`src/design/gdcs_pkg.sv`:
```
// Shared types and constants for the GPS duty-cycle sequencer.
// No dependencies; every other design file refers to this package by scoped names.
`timescale 1ns / 1ps

package gdcs_pkg;

    localparam int REQ_W  = 3;
    localparam int TIME_W = 32;
    localparam int SAT_W  = 8;
    localparam int CFG_W  = 32;
    localparam int ADDR_W = 5;

    // Request codes carried in req_type.
    localparam logic [REQ_W-1:0] REQ_TICK        = 3'd0;
    localparam logic [REQ_W-1:0] REQ_ALLOW_WAKE  = 3'd1;
    localparam logic [REQ_W-1:0] REQ_INHIBIT     = 3'd2;
    localparam logic [REQ_W-1:0] REQ_DEEP_SLEEP  = 3'd3;
    localparam logic [REQ_W-1:0] REQ_SAT_COUNT   = 3'd4;

    // Register indexes; register i sits at byte address 4*i.
    localparam logic [2:0] REG_ATTEMPT_TIME    = 3'd0;
    localparam logic [2:0] REG_UPDATE_INTERVAL = 3'd1;
    localparam logic [2:0] REG_ROUTER_ROLE     = 3'd2;
    localparam logic [2:0] REG_GPS_DISABLED    = 3'd3;
    localparam logic [2:0] REG_SHARE_DISABLED  = 3'd4;

    localparam logic [TIME_W-1:0] FOREVER_MS       = 32'hFFFF_FFFF;
    localparam logic [TIME_W-1:0] ACTIVE_PERIOD_MS = 32'd5000;
    localparam logic [9:0]        MS_PER_S         = 10'd1000;

    localparam logic [TIME_W-1:0] ROUTER_ATTEMPT_S  = 32'd300;    // 5 * 60
    localparam logic [TIME_W-1:0] DEFAULT_ATTEMPT_S = 32'd900;    // 15 * 60
    localparam logic [TIME_W-1:0] ROUTER_UPDATE_S   = 32'd86400;  // 24 * 60 * 60
    localparam logic [TIME_W-1:0] DEFAULT_UPDATE_S  = 32'd120;    // 2 * 60

    // Intervals derived from the configuration, in milliseconds.
    typedef struct packed {
        logic [TIME_W-1:0] attempt_ms;
        logic [TIME_W-1:0] interval_ms;
    } cfg_t;

    // One request as held in the input register.
    typedef struct packed {
        logic [REQ_W-1:0]  req_type;
        logic [TIME_W-1:0] now_ms;
        logic              nmea_seen;
        logic              time_found;
        logic              rtc_has_gps_time;
        logic              location_found;
        logic [SAT_W-1:0]  satellite_count;
    } req_item_t;

endpackage

```
`src/design/gdcs_ifs.sv`:
```
// Valid/ready channel interfaces for requests and results of the sequencer.
// Depends on gdcs_pkg for field widths.
`timescale 1ns / 1ps

interface gdcs_req_if;
    logic                         valid;
    logic                         ready;
    logic [gdcs_pkg::REQ_W-1:0]   req_type;
    logic [gdcs_pkg::TIME_W-1:0]  now_ms;
    logic                         nmea_seen;
    logic                         time_found;
    logic                         rtc_has_gps_time;
    logic                         location_found;
    logic [gdcs_pkg::SAT_W-1:0]   satellite_count;

    modport source (
        output valid, req_type, now_ms, nmea_seen, time_found,
               rtc_has_gps_time, location_found, satellite_count,
        input  ready
    );
    modport sink (
        input  valid, req_type, now_ms, nmea_seen, time_found,
               rtc_has_gps_time, location_found, satellite_count,
        output ready
    );
endinterface

interface gdcs_rsp_if;
    logic                        valid;
    logic                        ready;
    logic                        gps_awake;
    logic                        location_valid;
    logic                        receiver_connected;
    logic                        publish_status;
    logic                        run_active_work;
    logic                        clear_position;
    logic                        slow_poll;
    logic [gdcs_pkg::SAT_W-1:0]  satellites;

    modport source (
        output valid, gps_awake, location_valid, receiver_connected, publish_status,
               run_active_work, clear_position, slow_poll, satellites,
        input  ready
    );
    modport sink (
        input  valid, gps_awake, location_valid, receiver_connected, publish_status,
               run_active_work, clear_position, slow_poll, satellites,
        output ready
    );
endinterface

```
`src/design/gdcs_regs.sv`:
```
// APB configuration registers and the millisecond intervals derived from them.
// Depends on gdcs_pkg.
`timescale 1ns / 1ps

module gdcs_regs (
    input  logic                          clk,
    input  logic                          rst_n,
    input  logic                          psel,
    input  logic                          penable,
    input  logic                          pwrite,
    input  logic [gdcs_pkg::ADDR_W-1:0]   paddr,
    input  logic [gdcs_pkg::CFG_W-1:0]    pwdata,
    output logic [gdcs_pkg::CFG_W-1:0]    prdata,
    output logic                          pready,
    output gdcs_pkg::cfg_t                cfg
);

    logic [31:0] attempt_s_reg;
    logic [31:0] update_s_reg;
    logic        router_reg;
    logic        gps_dis_reg;
    logic        share_dis_reg;

    logic [2:0]  reg_idx;
    logic        wr_en;

    logic [31:0] attempt_eff;
    logic [31:0] update_eff;
    logic [41:0] attempt_prod;
    logic [41:0] update_prod;
    gdcs_pkg::cfg_t cfg_next;
    gdcs_pkg::cfg_t cfg_reg;

    assign pready  = 1'b1;
    assign reg_idx = paddr[4:2];
    assign wr_en   = psel && penable && pwrite && pready;

    always_ff @(posedge clk or negedge rst_n)
    begin
        if (!rst_n)
        begin
            attempt_s_reg <= '0;
            update_s_reg  <= '0;
            router_reg    <= 1'b0;
            gps_dis_reg   <= 1'b0;
            share_dis_reg <= 1'b0;
        end
        else if (wr_en)
        begin
            case (reg_idx)
                gdcs_pkg::REG_ATTEMPT_TIME:    attempt_s_reg <= pwdata;
                gdcs_pkg::REG_UPDATE_INTERVAL: update_s_reg  <= pwdata;
                gdcs_pkg::REG_ROUTER_ROLE:     router_reg    <= pwdata[0];
                gdcs_pkg::REG_GPS_DISABLED:    gps_dis_reg   <= pwdata[0];
                gdcs_pkg::REG_SHARE_DISABLED:  share_dis_reg <= pwdata[0];
                default: ;
            endcase
        end
    end

    always_comb
    begin
        case (reg_idx)
            gdcs_pkg::REG_ATTEMPT_TIME:    prdata = attempt_s_reg;
            gdcs_pkg::REG_UPDATE_INTERVAL: prdata = update_s_reg;
            gdcs_pkg::REG_ROUTER_ROLE:     prdata = {31'd0, router_reg};
            gdcs_pkg::REG_GPS_DISABLED:    prdata = {31'd0, gps_dis_reg};
            gdcs_pkg::REG_SHARE_DISABLED:  prdata = {31'd0, share_dis_reg};
            default:                       prdata = '0;
        endcase
    end

    // A zero setting picks the role default; the product saturates to forever.
    always_comb
    begin
        if (attempt_s_reg == '0)
            attempt_eff = router_reg ? gdcs_pkg::ROUTER_ATTEMPT_S : gdcs_pkg::DEFAULT_ATTEMPT_S;
        else
            attempt_eff = attempt_s_reg;

        if (update_s_reg == '0)
            update_eff = router_reg ? gdcs_pkg::ROUTER_UPDATE_S : gdcs_pkg::DEFAULT_UPDATE_S;
        else
            update_eff = update_s_reg;

        attempt_prod = {10'd0, attempt_eff} * {32'd0, gdcs_pkg::MS_PER_S};
        update_prod  = {10'd0, update_eff} * {32'd0, gdcs_pkg::MS_PER_S};

        if (attempt_s_reg == gdcs_pkg::FOREVER_MS || attempt_prod[41:32] != '0)
            cfg_next.attempt_ms = gdcs_pkg::FOREVER_MS;
        else
            cfg_next.attempt_ms = attempt_prod[31:0];

        if (gps_dis_reg || share_dis_reg || update_s_reg == gdcs_pkg::FOREVER_MS
            || update_prod[41:32] != '0)
            cfg_next.interval_ms = gdcs_pkg::FOREVER_MS;
        else
            cfg_next.interval_ms = update_prod[31:0];
    end

    always_ff @(posedge clk or negedge rst_n)
    begin
        if (!rst_n)
        begin
            cfg_reg.attempt_ms  <= 32'd900000;
            cfg_reg.interval_ms <= 32'd120000;
        end
        else
        begin
            cfg_reg <= cfg_next;
        end
    end

    assign cfg = cfg_reg;

endmodule

```
`src/design/gps_duty_cycle_sequencer.sv`:
```
// Top level of the GPS duty-cycle sequencer: request pipeline and power state.
// Depends on gdcs_pkg, the channel interfaces in gdcs_ifs.sv and gdcs_regs.
`timescale 1ns / 1ps

// The sequencer decides when a GPS receiver is powered. Requests arrive on the
// req channel: a tick with the current millisecond time and the receiver's
// findings, or an event (allow wake, inhibit wake, deep sleep, satellite count).
// Each request yields exactly one result on the rsp channel with the power
// state, location and connection status, and the pulses for this request.
// A request is taken into an input register; once the result register is free or
// being drained, the state update and the result are computed in one pass and
// loaded into the result register. The block sustains one request per cycle
// while rsp.ready stays high. The result register and the input register
// decouple the channels: with a result waiting, one more request is still
// accepted, and req.ready drops only while both registers are full.
// The APB port holds the interval settings; the millisecond intervals are
// registered from them in the cycle after each write.
// After reset the receiver is asleep, wake is allowed, no location is held,
// the sleep interval is measured from time zero and both channels are empty.

module gps_duty_cycle_sequencer (
    input  logic                          clk,
    input  logic                          rst_n,
    gdcs_req_if.sink                      req,
    gdcs_rsp_if.source                    rsp,
    input  logic                          psel,
    input  logic                          penable,
    input  logic                          pwrite,
    input  logic [gdcs_pkg::ADDR_W-1:0]   paddr,
    input  logic [gdcs_pkg::CFG_W-1:0]    pwdata,
    output logic [gdcs_pkg::CFG_W-1:0]    prdata,
    output logic                          pready
);

    gdcs_pkg::cfg_t cfg;

    gdcs_regs u_regs (
        .clk     (clk),
        .rst_n   (rst_n),
        .psel    (psel),
        .penable (penable),
        .pwrite  (pwrite),
        .paddr   (paddr),
        .pwdata  (pwdata),
        .prdata  (prdata),
        .pready  (pready),
        .cfg     (cfg)
    );

    // Input register.
    logic                 s1_valid_reg;
    gdcs_pkg::req_item_t  s1_reg;
    logic                 adv;

    // Result register.
    logic                 o_valid_reg;
    logic                 o_valid_next;

    // Sequencer state.
    logic        awake_reg,       awake_next;
    logic        allowed_reg,     allowed_next;
    logic        held_reg,        held_next;
    logic        conn_reg,        conn_next;
    logic        pend_reg,        pend_next;
    logic [7:0]  sat_reg,         sat_next;
    logic [31:0] wake_start_reg,  wake_start_next;
    logic [31:0] sleep_start_reg, sleep_start_next;
    logic [31:0] active_run_reg,  active_run_next;

    logic        pub, work, clr;
    logic        wake_due, aw, got_time, too_long;
    logic [31:0] sleep_el, wake_el, run_el, ws_eff;

    // The input register advances when the result register is free or drained.
    assign adv       = s1_valid_reg && (!o_valid_reg || rsp.ready);
    assign req.ready = !s1_valid_reg || adv;

    assign o_valid_next = adv ? 1'b1 : (o_valid_reg && !rsp.ready);

    always_ff @(posedge clk or negedge rst_n)
    begin
        if (!rst_n)
        begin
            s1_valid_reg <= 1'b0;
            o_valid_reg  <= 1'b0;
        end
        else
        begin
            s1_valid_reg <= (req.valid && req.ready) ? 1'b1 : (s1_valid_reg && !adv);
            o_valid_reg  <= o_valid_next;
        end
    end

    always_ff @(posedge clk)
    begin
        if (req.valid && req.ready)
        begin
            s1_reg.req_type         <= req.req_type;
            s1_reg.now_ms           <= req.now_ms;
            s1_reg.nmea_seen        <= req.nmea_seen;
            s1_reg.time_found       <= req.time_found;
            s1_reg.rtc_has_gps_time <= req.rtc_has_gps_time;
            s1_reg.location_found   <= req.location_found;
            s1_reg.satellite_count  <= req.satellite_count;
        end
    end

    // Elapsed times are wrapping differences. A wake on this tick restarts the
    // attempt at the current time, so it cannot time out on the same tick.
    assign sleep_el = s1_reg.now_ms - sleep_start_reg;
    assign run_el   = s1_reg.now_ms - active_run_reg;
    assign wake_due = !awake_reg && allowed_reg && (cfg.interval_ms != gdcs_pkg::FOREVER_MS)
                      && (sleep_el > cfg.interval_ms);
    assign aw       = awake_reg || wake_due;
    assign ws_eff   = wake_due ? s1_reg.now_ms : wake_start_reg;
    assign wake_el  = s1_reg.now_ms - ws_eff;
    assign got_time = s1_reg.rtc_has_gps_time || s1_reg.time_found;
    assign too_long = (cfg.attempt_ms != gdcs_pkg::FOREVER_MS) && (wake_el > cfg.attempt_ms);

    always_comb
    begin
        awake_next       = awake_reg;
        allowed_next     = allowed_reg;
        held_next        = held_reg;
        conn_next        = conn_reg;
        pend_next        = pend_reg;
        sat_next         = sat_reg;
        wake_start_next  = wake_start_reg;
        sleep_start_next = sleep_start_reg;
        active_run_next  = active_run_reg;
        pub  = 1'b0;
        work = 1'b0;
        clr  = 1'b0;

        case (s1_reg.req_type)
            gdcs_pkg::REQ_TICK:
            begin
                if (s1_reg.nmea_seen && !conn_reg)
                begin
                    conn_next = 1'b1;
                    pend_next = 1'b1;
                end
                if (wake_due)
                begin
                    awake_next      = 1'b1;
                    wake_start_next = s1_reg.now_ms;
                end
                if (aw)
                begin
                    if (run_el > gdcs_pkg::ACTIVE_PERIOD_MS)
                    begin
                        active_run_next = s1_reg.now_ms;
                        work            = 1'b1;
                    end
                    if (!s1_reg.rtc_has_gps_time && s1_reg.time_found)
                        pend_next = 1'b1;
                    if (s1_reg.location_found && !held_reg)
                    begin
                        held_next = 1'b1;
                        pend_next = 1'b1;
                    end
                    if ((s1_reg.location_found && got_time) || too_long)
                    begin
                        if (too_long)
                        begin
                            clr       = 1'b1;
                            held_next = 1'b0;
                        end
                        awake_next       = 1'b0;
                        sleep_start_next = s1_reg.now_ms;
                        pend_next        = 1'b1;
                    end
                end
                pub       = pend_next;
                pend_next = 1'b0;
            end
            gdcs_pkg::REQ_ALLOW_WAKE: allowed_next = 1'b1;
            gdcs_pkg::REQ_INHIBIT:    allowed_next = 1'b0;
            gdcs_pkg::REQ_DEEP_SLEEP:
            begin
                if (awake_reg)
                begin
                    awake_next       = 1'b0;
                    sleep_start_next = s1_reg.now_ms;
                end
            end
            gdcs_pkg::REQ_SAT_COUNT:
            begin
                if (s1_reg.satellite_count != sat_reg)
                begin
                    sat_next  = s1_reg.satellite_count;
                    pend_next = 1'b1;
                end
            end
            default: ;
        endcase
    end

    always_ff @(posedge clk or negedge rst_n)
    begin
        if (!rst_n)
        begin
            awake_reg       <= 1'b0;
            allowed_reg     <= 1'b1;
            held_reg        <= 1'b0;
            conn_reg        <= 1'b0;
            pend_reg        <= 1'b0;
            sat_reg         <= '0;
            wake_start_reg  <= '0;
            sleep_start_reg <= '0;
            active_run_reg  <= '0;
        end
        else if (adv)
        begin
            awake_reg       <= awake_next;
            allowed_reg     <= allowed_next;
            held_reg        <= held_next;
            conn_reg        <= conn_next;
            pend_reg        <= pend_next;
            sat_reg         <= sat_next;
            wake_start_reg  <= wake_start_next;
            sleep_start_reg <= sleep_start_next;
            active_run_reg  <= active_run_next;
        end
    end

    // Result payload, loaded with the state as it stands after the request.
    always_ff @(posedge clk)
    begin
        if (adv)
        begin
            rsp.gps_awake          <= awake_next;
            rsp.location_valid     <= held_next;
            rsp.receiver_connected <= conn_next;
            rsp.publish_status     <= pub;
            rsp.run_active_work    <= work;
            rsp.clear_position     <= clr;
            rsp.slow_poll          <= !awake_next;
            rsp.satellites         <= sat_next;
        end
    end

    assign rsp.valid = o_valid_reg;

`ifndef ASSERT_OFF
    // A timed-out attempt always ends asleep and without a location.
    a_clear_sleeps: assert property (@(posedge clk) disable iff (!rst_n)
        rsp.valid && rsp.clear_position |-> !rsp.gps_awake && !rsp.location_valid)
        else $error("clear_position with receiver awake or location held");

    // The poll rate follows the power state of the same result.
    a_poll_matches: assert property (@(posedge clk) disable iff (!rst_n)
        rsp.valid |-> rsp.slow_poll == !rsp.gps_awake)
        else $error("slow_poll does not match gps_awake");

    // A processed deep sleep leaves the receiver asleep.
    a_deep_sleep: assert property (@(posedge clk) disable iff (!rst_n)
        adv && s1_reg.req_type == gdcs_pkg::REQ_DEEP_SLEEP |=> !awake_reg)
        else $error("receiver awake after deep sleep");

    // The receiver only wakes on a processed tick.
    a_wake_on_tick: assert property (@(posedge clk) disable iff (!rst_n)
        $rose(awake_reg) |-> $past(adv && s1_reg.req_type == gdcs_pkg::REQ_TICK))
        else $error("receiver woke outside a tick");

    // Once the receiver has been seen it stays connected.
    a_conn_sticky: assert property (@(posedge clk) disable iff (!rst_n)
        conn_reg |=> conn_reg)
        else $error("receiver_connected dropped");
`endif

endmodule

```
`src/flat_wrapper.sv`:
```
// flat-port wrapper written by rule: the top's interface ports become plain ports
module gps_duty_cycle_sequencer_flat 
  (clk, rst_n, psel, penable, pwrite, paddr, pwdata, prdata, pready, req_valid, req_req_type, req_now_ms, req_nmea_seen, req_time_found, req_rtc_has_gps_time, req_location_found, req_satellite_count, req_ready, rsp_valid, rsp_gps_awake, rsp_location_valid, rsp_receiver_connected, rsp_publish_status, rsp_run_active_work, rsp_clear_position, rsp_slow_poll, rsp_satellites, rsp_ready);
  gdcs_req_if req_i ();
  gdcs_rsp_if rsp_i ();
  input  logic clk;
  input  logic rst_n;
  input  logic psel;
  input  logic penable;
  input  logic pwrite;
  input  logic [gdcs_pkg::ADDR_W-1:0] paddr;
  input  logic [gdcs_pkg::CFG_W-1:0] pwdata;
  output logic [gdcs_pkg::CFG_W-1:0] prdata;
  output logic pready;
  input wire logic [$bits(req_i.valid)-1:0] req_valid;
  input wire logic [$bits(req_i.req_type)-1:0] req_req_type;
  input wire logic [$bits(req_i.now_ms)-1:0] req_now_ms;
  input wire logic [$bits(req_i.nmea_seen)-1:0] req_nmea_seen;
  input wire logic [$bits(req_i.time_found)-1:0] req_time_found;
  input wire logic [$bits(req_i.rtc_has_gps_time)-1:0] req_rtc_has_gps_time;
  input wire logic [$bits(req_i.location_found)-1:0] req_location_found;
  input wire logic [$bits(req_i.satellite_count)-1:0] req_satellite_count;
  output wire logic [$bits(req_i.ready)-1:0] req_ready;
  output wire logic [$bits(rsp_i.valid)-1:0] rsp_valid;
  output wire logic [$bits(rsp_i.gps_awake)-1:0] rsp_gps_awake;
  output wire logic [$bits(rsp_i.location_valid)-1:0] rsp_location_valid;
  output wire logic [$bits(rsp_i.receiver_connected)-1:0] rsp_receiver_connected;
  output wire logic [$bits(rsp_i.publish_status)-1:0] rsp_publish_status;
  output wire logic [$bits(rsp_i.run_active_work)-1:0] rsp_run_active_work;
  output wire logic [$bits(rsp_i.clear_position)-1:0] rsp_clear_position;
  output wire logic [$bits(rsp_i.slow_poll)-1:0] rsp_slow_poll;
  output wire logic [$bits(rsp_i.satellites)-1:0] rsp_satellites;
  input wire logic [$bits(rsp_i.ready)-1:0] rsp_ready;
  assign req_i.valid = req_valid;
  assign req_i.req_type = req_req_type;
  assign req_i.now_ms = req_now_ms;
  assign req_i.nmea_seen = req_nmea_seen;
  assign req_i.time_found = req_time_found;
  assign req_i.rtc_has_gps_time = req_rtc_has_gps_time;
  assign req_i.location_found = req_location_found;
  assign req_i.satellite_count = req_satellite_count;
  assign req_ready = req_i.ready;
  assign rsp_valid = rsp_i.valid;
  assign rsp_gps_awake = rsp_i.gps_awake;
  assign rsp_location_valid = rsp_i.location_valid;
  assign rsp_receiver_connected = rsp_i.receiver_connected;
  assign rsp_publish_status = rsp_i.publish_status;
  assign rsp_run_active_work = rsp_i.run_active_work;
  assign rsp_clear_position = rsp_i.clear_position;
  assign rsp_slow_poll = rsp_i.slow_poll;
  assign rsp_satellites = rsp_i.satellites;
  assign rsp_i.ready = rsp_ready;
  gps_duty_cycle_sequencer u_core (.clk(clk), .rst_n(rst_n), .req(req_i), .rsp(rsp_i), .psel(psel), .penable(penable), .pwrite(pwrite), .paddr(paddr), .pwdata(pwdata), .prdata(prdata), .pready(pready));
endmodule
```
`config.mk`:
```
export PLATFORM = sky130hd
export DESIGN_NAME = gps_duty_cycle_sequencer_flat
export DESIGN_NICKNAME = d
export VERILOG_FILES = /design/src/design/gdcs_pkg.sv /design/src/design/gdcs_ifs.sv /design/src/design/gdcs_regs.sv /design/src/design/gps_duty_cycle_sequencer.sv /design/src/flat_wrapper.sv
export SDC_FILE = /design/constraint.sdc
export NUM_CORES = 1
export LEC_CHECK = 0
export BUFFER_PORTS_ARGS = -buffer_cell sky130_fd_sc_hd__buf_4
export CAP_MARGIN = 20
export CORE_MARGIN = 1.5
export CORE_UTILIZATION = 60
export DETAILED_ROUTE_END_ITERATION = 6
export GPL_TIMING_DRIVEN = 0
export PLACE_DENSITY = 0.8
export RECOVER_POWER = 50
export SLEW_MARGIN = 15
export SYNTH_ARGS = -nofsm -noshare
export SYNTH_HDL_FRONTEND = slang
export SYNTH_SLANG_ARGS = --single-unit
```
`constraint.sdc`:
```
create_clock -name clk -period 13.7 [get_ports clk]
set_clock_uncertainty 0.2 [all_clocks]
set_input_delay 2.055 -clock clk [delete_from_list [all_inputs] [get_ports clk]]
set_output_delay 2.055 -clock clk [all_outputs]
set_load 0.005 [all_outputs]
```
# Word-level counts from Yosys, hierarchy flattened
# Index checks and enable logic that the tools add are counted.
# totals
regBits	304
in_bits	91
output_inout_bits	50
elab_cells	148
# classes
addsub	3
mul	2
magnitude_cmp	3
n_eq_ne	17
muxes	37
reduce_logical	53
# op_table
operator	count
$mux 32	8
$pmux 32 s5	1
$sub 32x32->32	3
$mul 32x7->39 const B	2
$eq 32x32->1 const B	2
$gt 32x32->1	2
$logic_not 32->1	2
$ne 32x32->1 const B	2
$pmux 32 s2	1
$gt 32x13->1 const B	1
$mux 1	20
$reduce_bool 10->1	2
$mux 17	1
$mux 8	2
$reduce_and 2->1	8
$logic_and 1x1->1	14
$eq 3x2->1 const B	4
$mux 10	1
$logic_not 1->1	9
$logic_or 1x1->1	9
$ne 2x1->1 const B	4
$ne 8x8->1	1
$eq 3x1->1 const B	2
$eq 3x3->1 const B	2
other kinds (6)	12

# Depth between registers and ports, before layout
# logic_depth
depth_word	13
depth_mapped	50

# Hierarchy
# Synthesis repeated with hierarchy kept, for this count alone.
# unflattened
cells_unflattened	3251
hier_area_um2	30675.7
# by_module_without_submodules
module	instances	cells_per_inst	area_per_inst_um2
gdcs_regs	1	1858	16907.5
gps_duty_cycle_sequencer	1	1393	13768.2

# Worst setup path after synthesis
# Ideal clock, no wire load.
# synth_timing
path_type	reg2reg
from	register u_core.s1_reg[12] (netlist bit)
to	register u_core.sleep_start_reg[10]
setup_time_ns	0.125
t_arrival_ns	10.433
path_slack_ns	2.943
stages_incl_launch_ff	49
path_buffers	3
period_less_slack_ns	10.757
cell_sequence	edfxtp_1 > inv_1 > ha_1 > inv_1 > fa_1 > a21o_1 > a21o_1 > a21oi_1 > nor2_1 > a31oi_1 > a211o_1 > o31ai_1 > o41ai_1 > o31ai_1 > a21o_1 > xor2_1 > ha_1 > nand4_1 > [... 13 more ...] > a2111oi_0 > a2111oi_2 > o21ai_0 > a2111oi_0 > o31ai_1 > xor2_1 > ha_1 > a21o_1 > a21o_1 > a21oi_1 > o21ai_0 > a21o_1 > a21oi_1 > a31oi_1 > nand2b_1 > a31oi_1 > clkbuf_1 > mux2_2
# synth_between
elab_chain_len	10
word_cells_on_any_way	12
classes_between	add/sub (2); order compare (2); eq/ne (2); mux (1); reduce/logical (5)
# synth_lines
item	line	source
start, declared	gps_duty_cycle_sequencer.sv:52	gdcs_pkg::req_item_t s1_reg;
$sub 32x32->32	gps_duty_cycle_sequencer.sv:110	assign sleep_el = s1_reg.now_ms - sleep_start_reg;
$gt 32x32->1	gps_duty_cycle_sequencer.sv:113	&& (sleep_el > cfg.interval_ms);
$logic_and 1x1->1	gps_duty_cycle_sequencer.sv:113	
$mux 32	n/a	
$sub 32x32->32	gps_duty_cycle_sequencer.sv:116	assign wake_el = s1_reg.now_ms - ws_eff;
$gt 32x32->1	gps_duty_cycle_sequencer.sv:118	assign too_long = (cfg.attempt_ms != gdcs_pkg::FOREVER_MS) && (wake_el > cfg.attempt_ms);
$logic_and 1x1->1	gps_duty_cycle_sequencer.sv:118	
$logic_or 1x1->1	gps_duty_cycle_sequencer.sv:162	if ((s1_reg.location_found && got_time) || too_long)
$ne 2x1->1 (no line)	n/a	
$reduce_and 5->1 (no line) *	n/a	
end signal, assigned	gps_duty_cycle_sequencer.sv:222	sleep_start_reg <= sleep_start_next;
end, declared	gps_duty_cycle_sequencer.sv:67	logic [31:0] sleep_start_reg, sleep_start_next;
# Mark *: on every way between the ends. The rest lies on a longest branch, timed or not.
# A chain may end at the register's enable or synchronous reset.

# Worst setup path after layout
# layout_timing
from	register u_core.s1_reg[13] (netlist bit)
to	register u_core.sleep_start_reg[7]
# Same word-level chain as after synthesis.

==> results by group <==
GRT
  • Global-route wire length before repair: 119000 um
  • Total track usage: 29.9%
  • Largest net degree at the start of global routing: 107
  • Grt total ovfl: 0
  • Vias in the first global route: 23600
  • Initial antenna violation count: 0

Floorplan
  • Die area: 0.0502 mm^2
  • I/O pin total: 141
  • Core area: 0.0479 mm^2
  • Die H: 224 um
  • Die width: 224 um
  • Row cnt: 80
  • Initial core utilization: 61.1%

Logic synthesis
  • Asr flop ratio synth: 79.3%
  • Post-Syn Instances: 2982
  • Mean Syn Cell Area: 9.82 um^2
  • Yosys warns: 0
  • Register area share after synthesis: 26.8%
  • Syn Nets: 3639
  • Netlist area before placement: 0.0293 mm^2
  • Number of synthesized flops with an enable pin: 62
  • Yosys reg bits: 300
  • Distinct cells, synth: 84
  • Ys flop type: dfrtp_1

Timing
  • Final setup fails: 0
  • Final min period: 12980 ps
  • Worst slew pin tran: 4420 ps
  • Max frequency: 77.0 MHz
  • Hold Violations, Final: 0
  • Relative slew margins: -194%
  • Worst hold slack: 288 ps
  • Fin crit share: 94.7%
  • RSZ-0062 raised after global routing: no
  • Final number of max-transition violations: 275
  • Setup TNS Final: 0 ps
  • Setup WS post-layout: 721 ps

Critical path
  • CP max stage delay: 600 ps
  • R2R depth: 45
  • Critical Path Source Type: register
  • Crit path launch: u_core.s1_reg[13]
  • CP required: 13940 ps
  • CP arrival: 13220 ps
  • CP Capture Type: register
  • R2R Setup Slk: 720 ps
  • R2r startpoint: u_core.s1_reg[13]
  • Worst-path fanout max: 10
  • Worst Setup EP: u_core.sleep_start_reg[7]
  • WS Path Type: register to register
  • Capturing point of the worst reg2reg path: u_core.sleep_start_reg[7]
  • Slowest CP cell: o41ai_2

Routing
  • Vias/cell: 6.01
  • Via count: 22900
  • WL final: 73700 um
  • DR WL/cell: 19.4 um
  • Drt initial violations: 1311
  • DRT Pass-1 Iters: 5
  • Routed Antenna Nets: 0
  • DR DRC count: 0

Place
  • Global placer's final weighted congestion: 0.926
  • Dpl hpwl: 59300 um
  • Pre-CTS WS: -403 ps
  • Placed inst area: 0.0312 mm^2
  • PortBufs: 135

Clock network
  • Clock tree buffer depth: 3
  • Post-CTS setup buffers: 0
  • Clk slew on worst S/H paths: 60 ps
  • Deepest level of the CTS H-tree: 2
  • CTS Hold Bufs: 0
  • Worst-Skew Late Latency: 570 ps
  • CTS Buf Count: 36
  • Clk sink count: 300
  • CTS tree: built
  • Clock root buffer master: clkbuf_16

Cells and area
  • Share of cells above drive strength 1: 12.5%
  • Area delta synth->final: 10.3%
  • Final Instance Area: 0.0323 mm^2
  • Commonest non-fill, non-tap cell in the layout: inv_1
  • Nets: 3815
  • Most frequent cells in the layout: inv_1, ha_1, fa_1
  • Largest register FFs: 60

Min path
  • Hold depth: 2
  • Hold/Removal Path Class: register to register

Job
  • Max Cap Viol: 4

Status
  • Status: complete, but fails checks
  • Failing checks: capacitance limit, slew limit
## kinds of logic after synthesis
kind of cell / synth area share (%)
fa+ha+maj: 30.3
compound gates: 14.6
xor+xnor: 3.77
other cells: 0.0128
mux: 6.68
flops: 26.8
buf+inv: 6.68
simple gates: 11.2
## cell type report
type,instances,area (um^2)
Clock buffer,46,998
Multi-Input combinational cell,2171,19500
Tap cell,615,769
Antenna cell,1,2.50
Buffer,122,502
Clock inverter,19,189
Timing Repair Buffer,138,1020
Fill cell,3664,15600
Inverter,389,1460
Sequential cell,300,7840
## cells in the mapped netlist, types with 40 or more instances
| cell type | instances | share of area, % |
|---|---|---|
| a21o_1 | 89 | 2.3 |
| a21oi_1 | 178 | 3.0 |
| clkbuf_1 | 108 | 1.4 |
| dfrtp_1 | 219 | 19 |
| edfxtp_1 | 62 | 6.4 |
| fa_1 | 239 | 16 |
| ha_1 | 327 | 14 |
| inv_1 | 389 | 5.0 |
| mux2_2 | 101 | 3.9 |
| mux2i_1 | 40 | 1.4 |
| nand2_1 | 185 | 2.4 |
| nand3_1 | 50 | 0.85 |
| nand4_1 | 63 | 1.3 |
| nor2_1 | 132 | 1.7 |
| o21ai_0 | 148 | 2.5 |
| xnor2_1 | 76 | 2.3 |
| xor2_1 | 50 | 1.5 |
## metal layers
layer	global-route usage (%)	up-vias	share of wire, %
met2	51.1	668	48
met4	14.7	0	5.1
met3	4.25	177	4.9
met5	0	-	0
li1	-	10700	-
met1	37.2	11300	42
## worst max-delay path, delay by kind of cell, from the launching register on
kind	cells	cell delay [ps]
compound gates	25	7160
fa+ha+maj	4	1290
xor+xnor	2	310
buf+inv	3	1070
flops	1	570
mux	1	380
simple gates	10	1850
## how the worst min path moves through the flow
stage / startpoint / endpoint
2_1_floorplan: u_core.s1_reg[45] / u_core.allowed_reg
4_1_cts: u_core.wake_start_reg[19] / u_core.wake_start_reg[19]
3_3_place_gp: u_core.wake_start_reg[15] / u_core.wake_start_reg[15]
3_5_place_dp: u_core.wake_start_reg[19] / u_core.wake_start_reg[19]
5_1_grt: u_core.sleep_start_reg[27] / u_core.sleep_start_reg[27]
6_report: u_core.wake_start_reg[23] / u_core.wake_start_reg[23]
## through the flow
stage	instances	utilization, %
floorplan	2982	-
global placement	3732	64.8
detailed placement	3735	65.0
CTS	3800	67.5
global route	3800	67.4
finish	3801	67.4
## what timing repair did
action | CTS | global route
pin swaps | 0 | 0
cloned | 0 | 0
setup endpoints to repair | 30 | 32
gates resized for setup | 2 | 9
Power is left out: the tool's default activity adds up to more than one toggle a clock period on the data nets, which glitch-free logic cannot reach.
